`src/rtl/core/ffa_pkg.sv`:
```
// Shared types, codes and default constants of the first-fit block allocator.
`default_nettype none
package ffa_pkg;

   // Default sizes of the heap.
   localparam int NUM_SLOTS_DEF   = 64;
   localparam int BLOCK_BYTES_DEF = 512;
   localparam int DESC_BYTES_DEF  = 16;

   // A free block below the last request that started a coalescing walk plus this slack keeps absorbing neighbors.
   localparam int MERGE_SLACK = 64;

   // Command codes.
   localparam logic [1:0] CMD_ALLOC   = 2'd0;
   localparam logic [1:0] CMD_ALIGNED = 2'd1;
   localparam logic [1:0] CMD_FREE    = 2'd2;
   localparam logic [1:0] CMD_QUERY   = 2'd3;

   // Status codes.
   localparam logic [1:0] ST_OK        = 2'd0;
   localparam logic [1:0] ST_NO_FIT    = 2'd1;
   localparam logic [1:0] ST_BAD_ALIGN = 2'd2;
   localparam logic [1:0] ST_OUTSIDE   = 2'd3;

   // Configuration register indexes.
   localparam logic REG_HEAP_BASE   = 1'b0;
   localparam logic REG_BLOCK_COUNT = 1'b1;

   typedef struct packed {
      logic [1:0]  cmd;
      logic [15:0] request_size;
      logic [6:0]  alignment;
      logic [31:0] address;
   } req_type;

   typedef struct packed {
      logic [1:0]  status;
      logic [31:0] block_address;
      logic        is_allocated;
   } rsp_type;

   // Update requests from the sequencer to the slot table.
   typedef struct packed {
      logic rebuild;   // every slot back to a free single block
      logic wr_size;   // store a merged size at the write index
      logic clr_head;  // the looked-up slot joins the block before it
      logic set_free;  // the looked-up block becomes free
      logic clr_free;  // the looked-up block becomes allocated
   } slot_ctl_type;

   // Only the powers of two from 4 to 64 are legal alignments.
   function automatic logic align_ok(input logic [6:0] a);
      return (a == 7'd4) || (a == 7'd8) || (a == 7'd16) || (a == 7'd32) || (a == 7'd64);
   endfunction

endpackage
`default_nettype wire

```
`src/rtl/core/ffa_ram.sv`:
```
// Generic single-write, single-read RAM with registered read data.
`default_nettype none
module ffa_ram #(
   parameter int WIDTH = 16,
   parameter int DEPTH = 64
) (
   input  wire logic                     clock,
   input  wire logic                     we,
   input  wire logic [$clog2(DEPTH)-1:0] waddr,
   input  wire logic [WIDTH-1:0]         wdata,
   input  wire logic [$clog2(DEPTH)-1:0] raddr,
   output logic      [WIDTH-1:0]         rdata
);

   logic [WIDTH-1:0] mem_ff [DEPTH];

   // Write port and registered read port.
   always_ff @(posedge clock) begin
      if (we) begin
         mem_ff[waddr] <= wdata;
      end
      rdata <= mem_ff[raddr];
   end

endmodule
`default_nettype wire

```
`src/rtl/core/ffa_slots.sv`:
```
// Slot table: head, free and merged flags per slot plus the RAM of merged block sizes.
`default_nettype none
module ffa_slots #(
   parameter int NUM_SLOTS   = ffa_pkg::NUM_SLOTS_DEF,
   parameter int BLOCK_BYTES = ffa_pkg::BLOCK_BYTES_DEF,
   parameter int IW          = $clog2(NUM_SLOTS),
   parameter int SW          = 16
) (
   input  wire logic                 clock,
   input  wire logic                 reset,
   input  wire ffa_pkg::slot_ctl_type ctl,
   input  wire logic [IW-1:0]        look_idx,
   input  wire logic [IW-1:0]        wr_idx,
   input  wire logic [SW-1:0]        wr_data,
   output logic                      look_head,
   output logic                      look_free,
   output logic [SW-1:0]             size_q
);

   localparam int DEPTH = 1 << IW;

   logic [DEPTH-1:0] head_ff, head_in;
   logic [DEPTH-1:0] free_ff, free_in;
   logic [DEPTH-1:0] merged_ff, merged_in;
   logic             merged_q_ff;
   logic [SW-1:0]    ram_q;

   assign look_head = head_ff[look_idx];
   assign look_free = free_ff[look_idx];

   // A slot that never absorbed a neighbor holds the plain block size.
   assign size_q = merged_q_ff ? ram_q : SW'(BLOCK_BYTES);

   // Flag updates.
   always_comb begin
      head_in   = head_ff;
      free_in   = free_ff;
      merged_in = merged_ff;
      if (ctl.rebuild) begin
         head_in   = '1;
         free_in   = '1;
         merged_in = '0;
      end else begin
         if (ctl.clr_head) head_in[look_idx] = 1'b0;
         if (ctl.set_free) free_in[look_idx] = 1'b1;
         if (ctl.clr_free) free_in[look_idx] = 1'b0;
         if (ctl.wr_size)  merged_in[wr_idx] = 1'b1;
      end
   end

   always_ff @(posedge clock) begin
      if (reset) begin
         head_ff   <= '1;
         free_ff   <= '1;
         merged_ff <= '0;
      end else begin
         head_ff   <= head_in;
         free_ff   <= free_in;
         merged_ff <= merged_in;
      end
      merged_q_ff <= merged_ff[look_idx];
   end

   // Sizes of merged blocks.
   ffa_ram #(
      .WIDTH (SW),
      .DEPTH (DEPTH)
   ) u_size_ram (
      .clock (clock),
      .we    (ctl.wr_size),
      .waddr (wr_idx),
      .wdata (wr_data),
      .raddr (look_idx),
      .rdata (ram_q)
   );

endmodule
`default_nettype wire

```
`src/rtl/core/ffa_ctrl.sv`:
```
// Sequencer: walks the slot table one slot per step for coalescing, allocation and lookup.
`default_nettype none
module ffa_ctrl #(
   parameter int NUM_SLOTS   = ffa_pkg::NUM_SLOTS_DEF,
   parameter int BLOCK_BYTES = ffa_pkg::BLOCK_BYTES_DEF,
   parameter int DESC_BYTES  = ffa_pkg::DESC_BYTES_DEF,
   parameter int IW          = $clog2(NUM_SLOTS),
   parameter int SW          = 16
) (
   input  wire logic                  clock,
   input  wire logic                  reset,
   input  wire logic                  cfg_wr,
   input  wire logic [31:0]           heap_base,
   input  wire logic [IW:0]           n_active,
   input  wire logic                  start,
   input  wire ffa_pkg::req_type      req_payload,
   output logic                       busy,
   output logic                       rsp_valid,
   output ffa_pkg::rsp_type           rsp_payload,
   output ffa_pkg::slot_ctl_type      ctl,
   output logic [IW-1:0]              look_idx,
   output logic [IW-1:0]              wr_idx,
   output logic [SW-1:0]              wr_data,
   input  wire logic                  look_head,
   input  wire logic                  look_free,
   input  wire logic [SW-1:0]         size_q
);

   localparam int STRIDE = DESC_BYTES + BLOCK_BYTES;
   localparam int CW     = ((SW > 17) ? SW : 17) + 1;

   localparam logic [3:0] S_IDLE    = 4'd0;
   localparam logic [3:0] S_CO_SCAN = 4'd1;
   localparam logic [3:0] S_CO_EVP  = 4'd2;
   localparam logic [3:0] S_CO_EVQ  = 4'd3;
   localparam logic [3:0] S_CO_END  = 4'd4;
   localparam logic [3:0] S_A_CHK   = 4'd5;
   localparam logic [3:0] S_A_SCAN  = 4'd6;
   localparam logic [3:0] S_A_EV    = 4'd7;
   localparam logic [3:0] S_F_SCAN  = 4'd8;
   localparam logic [3:0] S_F_ACT   = 4'd9;

   logic [3:0]    state_ff, state_in;
   logic [1:0]    cmd_ff, cmd_in;
   logic [15:0]   rq_ff, rq_in;
   logic [6:0]    al_ff, al_in;
   logic [31:0]   off_ff, off_in;
   logic [IW:0]   j_ff, j_in;
   logic [IW:0]   p_ff, p_in;
   logic [IW:0]   h_ff, h_in;
   logic          scanq_ff, scanq_in;
   logic          fresh_ff, fresh_in;
   logic [SW-1:0] sizep_ff, sizep_in;
   logic [SW-1:0] lb_ff, lb_in;
   logic [15:0]   lr_ff, lr_in;
   logic [31:0]   paddr_ff, paddr_in;
   logic [31:0]   sstart_ff, sstart_in;
   logic [31:0]   hstart_ff, hstart_in;
   logic          valid_ff, valid_in;
   ffa_pkg::rsp_type rsp_ff, rsp_in;

   logic [SW-1:0] sz_p;
   logic [SW-1:0] newsz;
   logic [6:0]    amask;
   logic [6:0]    alow;
   logic [6:0]    shift;
   logic          j_end;
   logic [31:0]   cur_hstart;
   logic [32:0]   slot_end;

   assign busy        = (state_ff != S_IDLE);
   assign rsp_valid   = valid_ff;
   assign rsp_payload = rsp_ff;
   assign wr_idx      = p_ff[IW-1:0];
   assign wr_data     = newsz;

   assign j_end      = (j_ff >= n_active);
   assign sz_p       = fresh_ff ? size_q : sizep_ff;
   assign newsz      = sizep_ff + size_q + SW'(DESC_BYTES);
   assign amask      = (cmd_ff == ffa_pkg::CMD_ALIGNED) ? (al_ff - 7'd1) : 7'd0;
   assign alow       = paddr_ff[6:0] & amask;
   assign shift      = (alow == 7'd0) ? 7'd0 : (al_ff - alow);
   assign cur_hstart = look_head ? sstart_ff : hstart_ff;
   assign slot_end   = {1'b0, sstart_ff} + 33'(STRIDE);

   // Table index that the current step looks at.
   always_comb begin
      case (state_ff)
         S_CO_EVP: look_idx = p_ff[IW-1:0];
         S_F_ACT:  look_idx = h_ff[IW-1:0];
         default:  look_idx = j_ff[IW-1:0];
      endcase
   end

   // Next-state logic of the sequencer.
   always_comb begin
      state_in  = state_ff;
      cmd_in    = cmd_ff;
      rq_in     = rq_ff;
      al_in     = al_ff;
      off_in    = off_ff;
      j_in      = j_ff;
      p_in      = p_ff;
      h_in      = h_ff;
      scanq_in  = scanq_ff;
      fresh_in  = fresh_ff;
      sizep_in  = sizep_ff;
      lb_in     = lb_ff;
      lr_in     = lr_ff;
      paddr_in  = paddr_ff;
      sstart_in = sstart_ff;
      hstart_in = hstart_ff;
      valid_in  = 1'b0;
      rsp_in    = rsp_ff;
      ctl       = '0;
      ctl.rebuild = cfg_wr;

      case (state_ff)
         S_IDLE: begin
            if (start) begin
               cmd_in    = req_payload.cmd;
               rq_in     = req_payload.request_size;
               al_in     = req_payload.alignment;
               off_in    = req_payload.address - heap_base;
               j_in      = '0;
               p_in      = '0;
               h_in      = '0;
               scanq_in  = 1'b0;
               sstart_in = '0;
               hstart_in = '0;
               rsp_in    = '0;
               if (req_payload.cmd == ffa_pkg::CMD_FREE ||
                   req_payload.cmd == ffa_pkg::CMD_QUERY) begin
                  state_in = S_F_SCAN;
               end else if (CW'(req_payload.request_size) > CW'(lb_ff)) begin
                  lr_in    = req_payload.request_size;
                  state_in = S_CO_SCAN;
               end else begin
                  state_in = S_A_CHK;
               end
            end
         end

         // Find the next head from j; it becomes p or q.
         S_CO_SCAN: begin
            if (j_end) begin
               state_in = S_CO_END;
            end else if (look_head) begin
               fresh_in = 1'b1;
               if (scanq_ff) begin
                  state_in = S_CO_EVQ;
               end else begin
                  p_in     = j_ff;
                  state_in = S_CO_EVP;
               end
            end else begin
               j_in = j_ff + 1'b1;
            end
         end

         // Does head p still want to grow? The search resumes past the last slot seen.
         S_CO_EVP: begin
            sizep_in = sz_p;
            j_in     = j_ff + 1'b1;
            scanq_in = look_free &&
                       (CW'(sz_p) < CW'(lr_ff) + CW'(ffa_pkg::MERGE_SLACK));
            state_in = S_CO_SCAN;
         end

         // Absorb head q into p when it is free, else continue after q.
         S_CO_EVQ: begin
            if (look_free) begin
               ctl.wr_size  = 1'b1;
               ctl.clr_head = 1'b1;
               sizep_in     = newsz;
               if (newsz > lb_ff) lb_in = newsz;
               fresh_in     = 1'b0;
               state_in     = S_CO_EVP;
            end else begin
               j_in     = j_ff + 1'b1;
               scanq_in = 1'b0;
               state_in = S_CO_SCAN;
            end
         end

         S_CO_END: begin
            if (CW'(rq_ff) > CW'(lb_ff)) begin
               rsp_in.status = ffa_pkg::ST_NO_FIT;
               valid_in      = 1'b1;
               state_in      = S_IDLE;
            end else begin
               state_in = S_A_CHK;
            end
         end

         S_A_CHK: begin
            j_in     = '0;
            paddr_in = heap_base + 32'(DESC_BYTES);
            if (cmd_ff == ffa_pkg::CMD_ALIGNED && !ffa_pkg::align_ok(al_ff)) begin
               rsp_in.status = ffa_pkg::ST_BAD_ALIGN;
               valid_in      = 1'b1;
               state_in      = S_IDLE;
            end else begin
               state_in = S_A_SCAN;
            end
         end

         // Skip to the next free head; its size is read meanwhile.
         S_A_SCAN: begin
            if (j_end) begin
               rsp_in.status = ffa_pkg::ST_NO_FIT;
               valid_in      = 1'b1;
               state_in      = S_IDLE;
            end else if (look_head && look_free) begin
               state_in = S_A_EV;
            end else begin
               j_in     = j_ff + 1'b1;
               paddr_in = paddr_ff + 32'(STRIDE);
            end
         end

         // Fit check with the alignment shift.
         S_A_EV: begin
            if (CW'(size_q) >= CW'(rq_ff) + CW'(shift)) begin
               ctl.clr_free         = 1'b1;
               rsp_in.status        = ffa_pkg::ST_OK;
               rsp_in.block_address = paddr_ff + 32'(shift);
               valid_in             = 1'b1;
               state_in             = S_IDLE;
            end else begin
               j_in     = j_ff + 1'b1;
               paddr_in = paddr_ff + 32'(STRIDE);
               state_in = S_A_SCAN;
            end
         end

         // Walk up to the slot that holds the offset, tracking the last head.
         S_F_SCAN: begin
            if (j_end) begin
               rsp_in.status = ffa_pkg::ST_OUTSIDE;
               valid_in      = 1'b1;
               state_in      = S_IDLE;
            end else begin
               if (look_head) begin
                  h_in      = j_ff;
                  hstart_in = sstart_ff;
               end
               if ({1'b0, off_ff} < slot_end) begin
                  if ({1'b0, off_ff} < {1'b0, cur_hstart} + 33'(DESC_BYTES)) begin
                     rsp_in.status = ffa_pkg::ST_OUTSIDE;
                     valid_in      = 1'b1;
                     state_in      = S_IDLE;
                  end else begin
                     state_in = S_F_ACT;
                  end
               end else begin
                  j_in      = j_ff + 1'b1;
                  sstart_in = slot_end[31:0];
               end
            end
         end

         S_F_ACT: begin
            rsp_in.status = ffa_pkg::ST_OK;
            if (cmd_ff == ffa_pkg::CMD_FREE) begin
               ctl.set_free = 1'b1;
            end else begin
               rsp_in.is_allocated = !look_free;
            end
            valid_in = 1'b1;
            state_in = S_IDLE;
         end

         default: begin
            state_in = S_IDLE;
         end
      endcase

      // A register write rebuilds the heap.
      if (cfg_wr) begin
         lb_in = SW'(BLOCK_BYTES);
         lr_in = 16'(BLOCK_BYTES);
      end
   end

   always_ff @(posedge clock) begin
      if (reset) begin
         state_ff <= S_IDLE;
         valid_ff <= 1'b0;
         lb_ff    <= SW'(BLOCK_BYTES);
         lr_ff    <= 16'(BLOCK_BYTES);
      end else begin
         state_ff <= state_in;
         valid_ff <= valid_in;
         lb_ff    <= lb_in;
         lr_ff    <= lr_in;
      end
      cmd_ff    <= cmd_in;
      rq_ff     <= rq_in;
      al_ff     <= al_in;
      off_ff    <= off_in;
      j_ff      <= j_in;
      p_ff      <= p_in;
      h_ff      <= h_in;
      scanq_ff  <= scanq_in;
      fresh_ff  <= fresh_in;
      sizep_ff  <= sizep_in;
      paddr_ff  <= paddr_in;
      sstart_ff <= sstart_in;
      hstart_ff <= hstart_in;
      rsp_ff    <= rsp_in;
   end

endmodule
`default_nettype wire

```
`src/rtl/core/first_fit_block_allocator.sv`:
```
// Top level of the first-fit block allocator: register port, sequencer and slot table.
`default_nettype none
// One item is taken when start is high and busy is low; busy then stays high until the
// result, which appears for exactly one cycle with rsp_valid, so the receiver must take it
// at once. Every step visits one slot of the table, and a request larger than the largest
// block size recorded since the last rebuild first runs a coalescing walk over the active
// slots. Register writes rebuild the heap at once; the user must make them only while
// idle, as the block itself does not enforce this.
module first_fit_block_allocator #(
   parameter int NUM_SLOTS   = ffa_pkg::NUM_SLOTS_DEF,
   parameter int BLOCK_BYTES = ffa_pkg::BLOCK_BYTES_DEF,
   parameter int DESC_BYTES  = ffa_pkg::DESC_BYTES_DEF
) (
   input  wire logic             clock,
   input  wire logic             reset,
   input  wire logic             start,
   input  wire ffa_pkg::req_type req_payload,
   output logic                  busy,
   output logic                  rsp_valid,
   output ffa_pkg::rsp_type      rsp_payload,
   input  wire logic             psel,
   input  wire logic             penable,
   input  wire logic             pwrite,
   input  wire logic [2:0]       paddr,
   input  wire logic [31:0]      pwdata,
   output logic [31:0]           prdata,
   output logic                  pready
);

   localparam int IW = $clog2(NUM_SLOTS);
   localparam int SW = $clog2(NUM_SLOTS * (DESC_BYTES + BLOCK_BYTES) + 1);

   logic [31:0]   heap_base_ff;
   logic [6:0]    block_count_ff;
   logic          cfg_wr;
   logic [IW:0]   n_active;
   ffa_pkg::slot_ctl_type ctl;
   logic [IW-1:0] look_idx;
   logic [IW-1:0] wr_idx;
   logic [SW-1:0] wr_data;
   logic          look_head;
   logic          look_free;
   logic [SW-1:0] size_q;

   assign pready = 1'b1;
   assign cfg_wr = psel && penable && pwrite;

   // Register file.
   always_ff @(posedge clock) begin
      if (reset) begin
         heap_base_ff   <= '0;
         block_count_ff <= 7'd64;
      end else if (cfg_wr) begin
         if (paddr[2] == ffa_pkg::REG_HEAP_BASE) heap_base_ff <= pwdata;
         else block_count_ff <= pwdata[6:0];
      end
   end

   assign prdata = (paddr[2] == ffa_pkg::REG_HEAP_BASE) ? heap_base_ff
                                                       : {25'd0, block_count_ff};

   // Active slots, clamped to one through NUM_SLOTS.
   always_comb begin
      if (block_count_ff == 7'd0) begin
         n_active = (IW + 1)'(1);
      end else if (32'(block_count_ff) > 32'(NUM_SLOTS)) begin
         n_active = (IW + 1)'(NUM_SLOTS);
      end else begin
         n_active = (IW + 1)'(block_count_ff);
      end
   end

   ffa_ctrl #(
      .NUM_SLOTS   (NUM_SLOTS),
      .BLOCK_BYTES (BLOCK_BYTES),
      .DESC_BYTES  (DESC_BYTES),
      .IW          (IW),
      .SW          (SW)
   ) u_ctrl (
      .clock       (clock),
      .reset       (reset),
      .cfg_wr      (cfg_wr),
      .heap_base   (heap_base_ff),
      .n_active    (n_active),
      .start       (start),
      .req_payload (req_payload),
      .busy        (busy),
      .rsp_valid   (rsp_valid),
      .rsp_payload (rsp_payload),
      .ctl         (ctl),
      .look_idx    (look_idx),
      .wr_idx      (wr_idx),
      .wr_data     (wr_data),
      .look_head   (look_head),
      .look_free   (look_free),
      .size_q      (size_q)
   );

   ffa_slots #(
      .NUM_SLOTS   (NUM_SLOTS),
      .BLOCK_BYTES (BLOCK_BYTES),
      .IW          (IW),
      .SW          (SW)
   ) u_slots (
      .clock     (clock),
      .reset     (reset),
      .ctl       (ctl),
      .look_idx  (look_idx),
      .wr_idx    (wr_idx),
      .wr_data   (wr_data),
      .look_head (look_head),
      .look_free (look_free),
      .size_q    (size_q)
   );

   // An accepted item keeps the block busy in the next cycle.
   a_accept_busy: assert property (@(posedge clock) disable iff (reset)
      (start && !busy) |=> busy)
      else $error("accepted item did not make the block busy");

   // The block goes idle exactly when it delivers a result.
   a_done_result: assert property (@(posedge clock) disable iff (reset)
      $fell(busy) |-> rsp_valid)
      else $error("block went idle without a result");

   // Results never come in two consecutive cycles.
   a_single_result: assert property (@(posedge clock) disable iff (reset)
      rsp_valid |=> !rsp_valid)
      else $error("two results in a row");

endmodule
`default_nettype wire
```
`config.mk`:
```
export PLATFORM = sky130hd
export DESIGN_NAME = first_fit_block_allocator
export DESIGN_NICKNAME = d
export VERILOG_FILES = /design/src/rtl/core/ffa_pkg.sv /design/src/rtl/core/ffa_ram.sv /design/src/rtl/core/ffa_slots.sv /design/src/rtl/core/ffa_ctrl.sv /design/src/rtl/core/first_fit_block_allocator.sv
export SDC_FILE = /design/constraint.sdc
export NUM_CORES = 2
export LEC_CHECK = 0
export BUFFER_PORTS_ARGS = -buffer_cell sky130_fd_sc_hd__buf_4
export CAP_MARGIN = 10
export CORE_ASPECT_RATIO = 1.25
export CORE_MARGIN = 1
export CORE_UTILIZATION = 41
export CTS_CLUSTER_SIZE = 28
export DETAILED_ROUTE_END_ITERATION = 10
export SYNTH_ARGS = -nofsm -noshare
export SYNTH_HDL_FRONTEND = slang
export SYNTH_SLANG_ARGS = --single-unit
```
`constraint.sdc`:
```
create_clock -name clock -period 11.8 [get_ports clock]
set_input_delay 1.77 -clock clock [delete_from_list [all_inputs] [get_ports clock]]
set_output_delay 1.77 -clock clock [all_outputs]
set_load 0.02 [all_outputs]
```
; Word-level counts from Yosys, hierarchy flattened
; Memories as Yosys holds them, arrays and structs flattened. A register that Yosys moved wholly into a read port is not among the register bits.
; Index checks and enable logic that the tools add are counted.
[word_totals]
ram_bits = 1024
latch_bits = 0
word_cells = 249
output_inout_bits = 70
input_bits = 98
romBits = 0
ff_bits = 494
memories = 1
[classes]
reduce_logical = 47
n_mux = 101
div = 0
order_cmp = 13
n_bitwise = 8
n_eq_ne = 40
addsub = 13
multipliers = 0
shifts = 0
[memory_table]
columns = name, depth, word_bits, rd, rd_clocked_by_memory_dff, wr, line_no
row1 = u_slots.u_size_ram.mem_ff, 64, 16, 1, 1, 1, ffa_ram.sv:15  ; logic [WIDTH-1:0] mem_ff [DEPTH];
[op_table]
columns = cell, n
row1 = $mux W32, 9
row2 = $mux W64, 3
row3 = $pmux W32 S2, 3
row4 = $and A64 B64 Y64, 2
row5 = $or A64 B64 Y64, 2
row6 = $pmux W32 S3, 1
row7 = $mux W7, 13
row8 = $lt A32 B33 Y1, 2
row9 = $not A64 Y64, 1
row10 = $pmux W7 S8, 1
row11 = $gt A16 B16 Y1, 3
row12 = $mux W16, 3
row13 = $mux W4, 9
row14 = $pmux W4 S9, 1
row15 = $pmux W6 S2, 3
row16 = $mux W35, 1
row17 = $mux W34, 1
row18 = $add A32 B10 Y33 const B, 1
row19 = $add A32 B5 Y33 const B, 1
row20 = $add A32 B10 Y32 const B, 1
row21 = $add A32 B5 Y32 const B, 1
row22 = $add A32 B7 Y32, 1
row23 = $pmux W16 S2, 1
row24 = $sub A32 B32 Y32, 1
row25 = 56 further kinds, 157

; Longest topological paths before layout
[depth]
ltp_word = 11
mapped_depth = 35
ltp_nobuf = 29

; By module
; Synthesis repeated with hierarchy kept, for this count alone.
[unflattened]
hier_cells = 5165
area_unflattened_um2 = 70548.9
[by_module_without_submodules]
columns = module, cells_each, instances, seq_area_each_um2, area_each_um2
row1 = ffa_ram, 1820, 1, 31069.8, 39978.3
row2 = ffa_ctrl, 2167, 1, 7377.1, 20375.8
row3 = ffa_slots, 964, 1, 3863.7, 8127.8
row4 = first_fit_block_allocator, 214, 1, 780.7, 2067.0

; Worst setup path after synthesis
; OpenSTA, ideal clock, no wires.
[synth_timing]
kind = reg2reg
from = register u_slots.merged_q_ff
to = register u_ctrl.lb_ff[9]
stages_incl_launch_ff = 24
path_buffers = 3
required_time_ps = 11673
synth_period_minus_slack_ps = 8911
arrival_ps = 8784
setup_ps = 127
path_slack_ps = 2889
path_cell_list = dfxtp_1 > clkbuf_1 > nand2_1 > ha_1 > inv_1 > ha_1 > inv_1 > o21ai_0 > a21oi_1 > o21ai_0 > a211o_1 > a2111oi_0 > or3_1 > o311ai_0 > ha_1 > a21o_1 > a21oi_1 > o21ai_0 > a21oi_1 > a311o_4 > buf_6 > buf_12 > mux2i_1 > nand2_1
[synth_via]
elab_chain_cells = 5
[synth_lines]
columns = element, line_no
row1 = start: declaration, ffa_slots.sv:25  ; logic merged_q_ff;
row2 = start signal: assignment, ffa_slots.sv:61  ; merged_q_ff <= merged_ff[look_idx];
row3 = $mux W16, ffa_slots.sv:32  ; assign size_q = merged_q_ff ? ram_q : SW'(BLOCK_BYTES);
row4 = $add A16 B16 Y16, ffa_ctrl.sv:79  ; assign newsz = sizep_ff + size_q + SW'(DESC_BYTES);
row5 = $add A16 B5 Y16, ffa_ctrl.sv:79
row6 = net u_ctrl.wr_data[14], ffa_ctrl.sv:23  ; output logic [SW-1:0] wr_data,
row7 = $gt A16 B16 Y1, ffa_ctrl.sv:176  ; if (newsz > lb_ff) lb_in = newsz;
row8 = $reduce_and A3 Y1 (no source line), --
row9 = end signal: assignment, ffa_ctrl.sv:290  ; lb_ff <= SW'(BLOCK_BYTES);
row10 = end signal: assignment, ffa_ctrl.sv:295  ; lb_ff <= lb_in;
row11 = end: declaration, ffa_ctrl.sv:54  ; logic [SW-1:0] lb_ff, lb_in;
; The timed path passes the listed nets, and every way through them passes these cells.
; A chain may end at the register's enable or synchronous reset.

; Worst setup path after layout
[layout_timing]
from = register u_ctrl.state_ff[1]
to = register u_ctrl.rsp_ff (netlist bit u_ctrl.rsp_payload[34]), enable pin
[layout_via]
elab_chain_cells = 9
word_cells_on_any_way = 23
cone_classes = add/sub (1) / order compare (1) / eq/ne (14) / mux (4) / reduce/logical (3)
[layout_lines]
columns = element, line_no
row1 = start: declaration, ffa_ctrl.sv:43  ; logic [3:0] state_ff, state_in;
row2 = start signal: assignment, ffa_ctrl.sv:293  ; state_ff <= state_in;
row3 = $eq A4 B4 Y1 / $eq A4 B2 Y1 (equally long branches), ffa_ctrl.sv:88  ; case (state_ff)
row4 = $pmux W6 S2 *, ffa_ctrl.sv:88
row5 = $bmux W1 S6 *, ffa_slots.sv:28  ; assign look_head = head_ff[look_idx];
row6 = $mux W1 (not written as such) *, ffa_slots.sv:28
row7 = $mux W32 *, ffa_ctrl.sv:83  ; assign cur_hstart = look_head ? sstart_ff : hstart_ff;
row8 = net u_ctrl.cur_hstart[4], ffa_ctrl.sv:68  ; logic [31:0] cur_hstart;
row9 = $add A32 B5 Y33 *, ffa_ctrl.sv:249  ; if ({1'b0, off_ff} < {1'b0, cur_hstart} + 33'(DESC_BYTES)) begin
row10 = $lt A32 B33 Y1 *, ffa_ctrl.sv:249
row11 = $ne A3 B1 Y1 (no source line) *, --
row12 = $reduce_and A8 Y1 (no source line) *, --
row13 = end signal: assignment, ffa_ctrl.sv:311  ; rsp_ff <= rsp_in;
row14 = end: declaration, ffa_ctrl.sv:60  ; ffa_pkg::rsp_type rsp_ff, rsp_in;
; Mark *: on every way through the listed nets, which the timed path passes. The rest lies on a longest branch. The select of a mux whose other input is x is not followed.

==> flow_metrics.py <==
metrics = {
    "routing": {
        "wire_per_inst_um": 26.9,
        "wl_met1_um": 84500,
        "viasPerCell": 6.05,
        "wl_met2_um": 104000,
        "final_antenna_net_count": 0,
        "drt-total-wl_um": 216000,
        "drcViolationCount": 0,
        "drtPass1Iterations": 8,
        "vias": 48484,
        "drt_iter0_drc": 5613,
        "wl_met3_um": 16900,
        "top_layer": "met5",
    },
    "worst_hold_path": {
        "hold_start": "u_slots.head_ff[57]$_SDFFE_PP1P_",
        "min_path_cells": 2,
        "hp-class": "flop to flop",
        "hold_path_end": "u_slots.head_ff[57]$_SDFFE_PP1P_",
    },
    "pwr": {
        "irDropWorstVdd_mv": 0.305,
        "p_leak_nw": 26.8,
        "power_mw": 19.6,
        "p_per_area_mw_per_mm2": 252,
    },
    "clocking": {
        "postCtsSetupRepairBufs": 0,
        "cts.sinks": 1530,
        "hold_buffers": 0,
        "cts.repair.resized": 0,
        "root_buffer": "clkbuf_16",
        "cts_made_buffers": 158,
        "clk_pin_slew_ns": 0.06,
        "clk_latency_ns": 0.83,
        "ctsHtreeMaxLevel": 4,
        "cts_tree": "built",
        "cts_buffer_depth": 3,
    },
    "timing": {
        "period_minus_slack_ns": 9.62,
        "drv_slew": 0,
        "fin_ws_ns": 2.18,
        "setup_tns_ns": 0,
        "clock.fmax_mhz": 104,
        "finClkSkew_ns": 0.0685,
        "tightest_slew_ns": 1.25,
        "period_share": 0.815,
        "rsz0062_at_grt": "no",
        "setup_viol": 0,
        "finalHoldViolCount": 0,
        "slew_headroom": 0.155,
    },
    "synth": {
        "synth_ff_type": "edfxtp_1",
        "syn-num-nets": 5913,
        "synthCells": 5581,
        "synth_area_mm2": 0.0688,
        "ys_warn_count": 0,
        "async_reset_ff_frac": 0,
        "synth_edf_count": 1245,
        "synth-seq-area-share": 0.626,
        "avgSynthCellArea_um2": 12.3,
        "ys_seq_elements": 1530,
        "ys_types": 97,
    },
    "cells_and_area": {
        "nNetsFinal": 6019,
        "layout-drive-gt1-share": 0.120,
        "area_delta_synth_final_pct": 13.4,
        "final_util": 0.469,
    },
    "placed_design": {
        "gp_congestion": 0.908,
        "pre_cts_ws_ns": 2.04,
        "io_buffers": 164,
        "dp_hpwl_um": 134000,
    },
    "floorplan": {
        "die_w_um": 368,
        "num_rows": 167,
        "initial_core_util": 0.414,
        "die_h_um": 460,
        "core-area_mm2": 0.166,
        "pin_count": 168,
        "die_area_mm2": 0.169,
    },
    "setup_path": {
        "criticalPathCategory": "flop to flop",
        "slowest_stage": "dfxtp_1",
        "r2r_cells": 28,
        "worstReg2RegStart": "u_ctrl.state_ff[1]$_SDFFE_PP0P_",
        "worstSetupEndpointType": "flop",
        "critPathRequiredTime_ns": 12.27,
        "crit_fanout": 41,
        "start_kind": "flop",
        "r2r_setup_slack_ns": 2.18,
        "cp.arrival_ns": 10.09,
        "r2r_end": "u_ctrl.rsp_payload[34]$_SDFFCE_PN0P_",
        "max_stage_delay_ns": 0.79,
    },
    "grt": {
        "grt-ovfl-total": 0,
        "track_usage": 0.249,
        "antenna_found_initial": 10,
        "grt_pass1_vias": 46859,
        "grt_pass1_wl_um": 314000,
        "grt_max_degree": 195,
    },
    "status": {
        "outcome": "completed",
    },
    "flow_run": {
        "maxCapViolCount": 0,
    },
}
-- routing by layer --
layer | vias to the layer above | global-route usage
met1 | 24198 | 0.314
met5 | - | 0
li1 | 21613 | -
met3 | 443 | 0.0430
met2 | 2220 | 0.418
met4 | 10 | 0.113
-- final cells by class --
class	instances	area (µm²)
antenna	2	5.00
tap	2197	2750
clock buffer	213	4260
sequential	1530	43100
multi-input combinational	3569	24100
inverter	119	447
clock inverter	80	867
timing repair buffer	309	2440
fill	14680	88100
-- worst max-delay path by stage --
stage | cells past startpoint | endpoint | startpoint
after CTS | 28 | u_ctrl.rsp_payload[34]$_SDFFCE_PN0P_ | u_ctrl.state_ff[1]$_SDFFE_PP0P_
after detailed placement | 28 | u_ctrl.rsp_payload[34]$_SDFFCE_PN0P_ | u_ctrl.state_ff[1]$_SDFFE_PP0P_
final | 28 | u_ctrl.rsp_payload[34]$_SDFFCE_PN0P_ | u_ctrl.state_ff[1]$_SDFFE_PP0P_
after global routing | 28 | u_ctrl.rsp_payload[34]$_SDFFCE_PN0P_ | u_ctrl.state_ff[1]$_SDFFE_PP0P_
after global placement | 28 | u_ctrl.rsp_payload[33]$_SDFFCE_PN0P_ | u_ctrl.state_ff[1]$_SDFFE_PP0P_
after floorplan | 23 | u_ctrl.lb_ff[9]$_SDFFE_PP1P_ | u_slots.merged_q_ff$_DFF_P_
-- cell usage after synthesis (41+ instances only) --
cell type	n	area, µm²
mux2i_1	137	1370
o22ai_1	41	257
o21a_1	88	661
nand3_1	137	686
inv_1	117	439
nor2_1	344	1290
buf_2	54	270
ha_1	229	2870
xor2_1	90	788
xnor2_1	132	1160
a221oi_1	181	1590
a21oi_1	293	1470
a21o_1	62	465
dfxtp_1	285	5710
a31oi_1	78	488
clkbuf_1	246	923
edfxtp_1	1245	37400
o31ai_1	69	518
a22oi_1	148	1110
nand4_1	58	363
nand2_1	516	1940
o21ai_0	316	1580
nor3_1	100	500
buf_1	50	188
a22o_1	64	561
and3_1	49	307
-- registers in the layout (all words and copies together), names as in the netlist, 7 cells and up, named ones only --
signal and cells:
u_ctrl.j_ff 7, u_ctrl.off_ff 32, u_ctrl.lr_ff 16, u_slots.u_size_ram.mem_ff 1024
u_slots.u_size_ram.rdata 16, u_ctrl.hstart_ff 32, u_ctrl.sstart_ff 28, u_ctrl.rq_ff 16
u_slots.head_ff 64, u_ctrl.lb_ff 16, u_ctrl.sizep_ff 16, heap_base_ff 32
u_ctrl.paddr_ff 32, u_slots.merged_ff 64, u_ctrl.al_ff 7, u_ctrl.rsp_payload 35
block_count_ff 7
-- power by group --
group          switching [mW]  internal [mW]  total (mW)
clock network            2.21           2.75        4.97
logic                    5.54           2.35        7.89
registers               0.341           6.44        6.78
-- critical path: cells and delay by family, from the launching register on --
kind,cells,cell delay (ns)
xor gates and xnor gates,1,0.16
DFF,1,0.79
muxes,3,0.70
and+or+nand+nor,12,3.51
adders and majority gates,2,0.81
AOI/OAI and AO/OA,9,2.92
buffers and inverters,1,0.34
-- kinds of logic after synthesis --
logic type | Yosys count | synth area share
simple gates | 1400 | 0.0937
fa+ha+maj | 240 | 0.0440
buf+inv | 482 | 0.0284
mux | 175 | 0.0262
compound gates | 1529 | 0.152
other cells | 1 | 0.0000545
xor+xnor | 224 | 0.0289
flops | 1530 | 0.626
-- metrics by stage --
stage                     instance area [µm²]  cells  hold slack, ns
after global placement                  72800   7721           0.433
after CTS                               77900   8014           0.453
after detailed placement                72800   7721           0.442
final                                   78000   8019           0.454
after floorplan                         68800   5581           0.424
after global routing                    78000   8017           0.463
-- cells in the final DEF (no fill, tap or decap), types with 32 or more instances in the layout --
master     synthesis  final
a21o_1            62     62
a21oi_1          293    293
a221oi_1         181    181
a222oi_1          37     37
a22o_1            64     64
a22oi_1          148    147
a31oi_1           78     78
and2_1            35     34
and3_1            49     49
buf_4              7    299
clkbuf_1         246     45
clkbuf_16          0    158
dfxtp_1          285    285
edfxtp_1        1245   1245
ha_1             229    227
inv_1            117    115
mux2_2            36     36
mux2i_1          137    137
nand2_1          516    515
nand3_1          137    137
nand4_1           58     58
nor2_1           344    280
nor2_2             3     56
nor2b_1           32     32
nor3_1           100     93
o21a_1            88     88
o21ai_0          316    316
o22ai_1           41     40
o31ai_1           69     69
xnor2_1          132    124
xor2_1            90     89
No activity file was read; power rests on OpenSTA's default activity.
